<file path="config.mk">
export PLATFORM = sky130hd
export DESIGN_NAME = bpa_word_unit
export DESIGN_NICKNAME = d
export VERILOG_FILES = /design/src/hw/rtl/bpa_pkg.sv /design/src/hw/rtl/bpa_word_unit.sv
export SDC_FILE = /design/constraint.sdc
export NUM_CORES = 2
export LEC_CHECK = 0
export ABC_AREA = 1
export BUFFER_PORTS_ARGS = -buffer_cell sky130_fd_sc_hd__buf_2
export CAP_MARGIN = 0
export CELL_PAD_IN_SITES_DETAIL_PLACEMENT = 0
export CELL_PAD_IN_SITES_GLOBAL_PLACEMENT = 1
export CORE_MARGIN = 3
export CORE_UTILIZATION = 30
export DETAILED_ROUTE_END_ITERATION = 7
export PLACE_DENSITY = 0.59
export SLEW_MARGIN = 20
export SYNTH_ARGS = -nofsm -noshare
export SYNTH_HDL_FRONTEND = slang
export SYNTH_SLANG_ARGS = --single-unit
export TNS_END_PERCENT = 10
</file>
<file path="constraint.sdc">
create_clock -name vclk -period 4.26
set_input_delay 0.213 -clock vclk [all_inputs]
set_output_delay 0.213 -clock vclk [all_outputs]
set_load 0.005 [all_outputs]
</file>
<file path="src/hw/rtl/bpa_pkg.sv">
// shared constants, types and codes of the bitmap page allocator
// no dependencies; imported by every module of the block
`timescale 1ns / 1ps

package bpa_pkg;

	// geometry of the physical store
	localparam int PAGE_COUNT = 65536;
	localparam int PAGE_SHIFT = 12;

	// field widths
	localparam int ADDR_W  = 28;
	localparam int LEN_W   = 29;
	localparam int LIMIT_W = 17;
	localparam logic [LIMIT_W-1:0] LIMIT_RESET = 17'd65536;

	// used map is kept as words of pages
	localparam int WORD_BITS = 64;
	localparam int OFF_W     = $clog2(WORD_BITS);
	localparam int WORDS     = (PAGE_COUNT + WORD_BITS - 1) / WORD_BITS;
	localparam int WA_W      = (WORDS > 1) ? $clog2(WORDS) : 1;

	// page numbers up to and including PAGE_COUNT
	localparam int PN_W = $clog2(PAGE_COUNT + 1);

	// width for range end arithmetic: holds page + page count and PAGE_COUNT + 1
	localparam int EW_A = 31 - PAGE_SHIFT;
	localparam int EW_B = (PN_W + 1 > LIMIT_W + 1) ? PN_W + 1 : LIMIT_W + 1;
	localparam int EW   = (EW_A > EW_B) ? EW_A : EW_B;

	typedef logic [WORD_BITS-1:0] word_t;
	typedef logic [WA_W-1:0]      waddr_t;
	typedef logic [PN_W-1:0]      pnum_t;

	typedef enum logic [1:0] {
		ACT_ALLOC   = 2'd0,
		ACT_FREE    = 2'd1,
		ACT_RELEASE = 2'd2,
		ACT_RESERVE = 2'd3
	} action_t;

	localparam logic [1:0] ST_OK    = 2'd0;
	localparam logic [1:0] ST_NONE  = 2'd1;
	localparam logic [1:0] ST_RANGE = 2'd2;

	// operations of the shared word unit
	typedef enum logic [1:0] {
		OP_ALLOC = 2'd0,
		OP_SET   = 2'd1,
		OP_CLR   = 2'd2
	} unit_op_t;

	typedef struct packed {
		logic             found;
		logic [OFF_W-1:0] idx;
		word_t            wdata;
	} unit_res_t;

endpackage

</file>
<file path="src/hw/rtl/bpa_word_unit.sv">
// shared word unit: page window mask, first free page search, word update
// pure logic; uses bpa_pkg
`timescale 1ns / 1ps

module bpa_word_unit
	import bpa_pkg::*;
(
	input  unit_op_t  op,
	input  word_t     word,
	input  pnum_t     base,
	input  pnum_t     lo,
	input  pnum_t     hi,
	output unit_res_t res
);

	word_t mask;
	word_t cand;
	word_t first;

	always_comb begin
		// pages of this word inside [lo, hi)
		for (int i = 0; i < WORD_BITS; i++) begin
			mask[i] = (({1'b0, base} + (PN_W + 1)'(i)) >= {1'b0, lo}) &&
			          (({1'b0, base} + (PN_W + 1)'(i)) <  {1'b0, hi});
		end
		cand  = ~word & mask;
		first = cand & (~cand + WORD_BITS'(1));

		res.found = |cand;
		res.idx   = '0;
		for (int i = 0; i < WORD_BITS; i++) begin
			res.idx = res.idx | (first[i] ? OFF_W'(i) : OFF_W'(0));
		end

		case (op)
			OP_ALLOC: res.wdata = word | first;
			OP_SET:   res.wdata = word | mask;
			OP_CLR:   res.wdata = word & ~mask;
			default:  res.wdata = word;
		endcase
	end

endmodule
</file>
==> flow_summary.ini <==
[status]
status = finished with violations
violations = negative setup slack

[die]
die_width_um = 448
die_height_um = 448
boundaryPins = 188
initial_core_util_pct = 30.3
rows = 161
core_um2 = 193000
die-area_um2 = 201000

[cells_and_area]
sequential_cell_area_um2 = 0
clkbuf_count = 0
fin_nets = 13895
final_area_um2 = 92200
synthToLayoutAreaGrowth_pct = 57.1
final_cell_mix = buf_4 (2207), nand2_1 (1922), ha_1 (1640), inv_1 (981), nor2_1 (833)
nFlopsAndLatches = 0
drive_gt1_share_pct = 33.0
final_util_pct = 47.7
stdcell_count = 14629
final_common_cell = buf_4

[placement]
dp_slack_ns = -1.82
io_buffers = 188
place_area_um2 = 84100
dp_hpwl_um = 361000
gp_congestion = 1.10
placedCellCount = 14466

[power_and_ir_drop]
p_per_area_nw_per_um2 = 149
leakage_nw = 48.0
ir_drop_v = 0.0000770
design_power_total_mw = 13.8

[timing]
rsz0062_at_grt = yes
timing.final.max_slew_violations = 0
worstMarginPinSlew_ns = 0.936
final-setup-viol-count = 68
fin_setup_tns_ns = -35.40
whs_ns = 0.739
relSlewSlack_pct = 37.6
timing.final.crit_share_pct = 118
finalHoldViolations = 0
setup_ws_ns = -0.747
fmax_ghz = 0.200
layout_min_cycle_time_ns = 5.01

[yosys]
syn_nets = 11257
yosys_warnings = 0
yosysSeqAreaShare_pct = 0
synth.distinct_cells = 55
netlist_area_um2 = 58700
avgSynthCellArea_um2 = 6.20
yosys-top-cells-area = ha_1 (36%), nand2_1 (14%), xor2_1 (10%)
synth_cells = 9457
yosysTopAreaCell = ha_1
synth_top_area_share_pct = 35.9

[routing]
vias = 80481
wl_per_cell_um = 29.6
wl_um = 433000
first_pass_iters = 6
ant_nets = 0
viasPerCell = 5.50
drc = 0
dr.first_iter.drc_count = 7851

[min_path]
hp-start = word[62]
hold_path_depth = 4
hp-class = in -> out
whs_endpoint = res[62]

[setup_path]
worstPathRequired_ns = 4.05
start_kind = input port
slowest_delay_ns = 0.26
worst_setup_path_end_kind = output pin
crit_fanout = 6
cp_slowest_cell = ha_4
crit_arrival_ns = 4.79
critical_path_class = in -> out

[global_routing]
grtUsageTotal_pct = 41.2
grt_max_degree = 53
grt_pass1_vias = 76393
grt_pass1_wl_um = 585000
grt_antenna_before_repair = 36
grt_overflow = 0

[run]
maxCapViolations = 0

[clock_network]
cts-hold-fix-buffers = 0
==> cells in the mapped netlist (all sizes together), types with 38 or more instances <==
library cell and n:
clkbuf 104, nand3 429, nor4 72, ha 1683, nand2 2173, inv 1083, o211ai 91, xor2 679
a211oi 38, o21a 51, nand4 273, a21oi 830, nand3b 87, buf 80, nor3 170, o21ai 351
nor2 1101
==> worst max path at each step <==
stage | slack, ns | from | to | cells past startpoint
finish | -0.75 | base[5] | res[55] | 33
global route | -0.85 | base[2] | res[65] | 37
CTS | -0.74 | base[2] | res[68] | 35
detailed placement | -1.82 | base[4] | res[64] | 32
global placement | -1.82 | base[4] | res[64] | 30
floorplan | 0.01 | base[11] | res[69] | 27
==> per-layer routing <==
metal	up-vias	track usage (%)	routed length, µm
met1	38247	52.2	176000
met5	-	0	197
met2	3735	63.9	181000
met4	32	28.8	40000
li1	37305	-	-
met3	1162	6.48	35400
==> kinds of logic (layout without fill, tap and decap cells) <==
| kind of cell | after synthesis | in the layout | share of synthesized area (%) |
|---|---|---|---|
| AOI/OAI and AO/OA | 1490 | 1490 | 14.0 |
| adders and majority gates | 1683 | 1683 | 35.9 |
| muxes | 3 | 3 | 0.0576 |
| buffers and inverters | 1275 | 3911 | 8.35 |
| and+or+nand+nor | 4323 | 4323 | 31.5 |
| other | 0 | 10 | 0 |
| xor gates and xnor gates | 683 | 683 | 10.2 |
==> cell type report <==
type               instances  area (µm²)
well taps               2526        3160
multi-input cells       8182       59800
diodes                    10        25.0
repair buffers          2820       24900
inverters               1091        4210
fillers                19906      101000
==> repair_timing <==
action | 4_1_cts | 5_1_grt
gates cloned | 0 | 1
gates resized for setup | 690 | 879
endpoints found under the setup margin | 70 | 69
setup buffers | 57 | 97
pin swaps | 107 | 323
==> worst max-delay path, delay by kind of cell <==
kind	cells	cell delay, ns
xor gates and xnor gates	1	0.18
and+or+nand+nor	13	1.53
buffers and inverters	13	1.79
adders and majority gates	2	0.42
AOI/OAI and AO/OA	4	0.60
==> where the power goes <==
group	leakage [nW]	internal [mW]	total (mW)	switching, mW
logic	48.0	5.67	13.8	8.09
registers	0	0	0	0
clock network	0.0000555	0.000000250	0.000000250	0
Note: power is estimated with default switching activity, not from simulation.
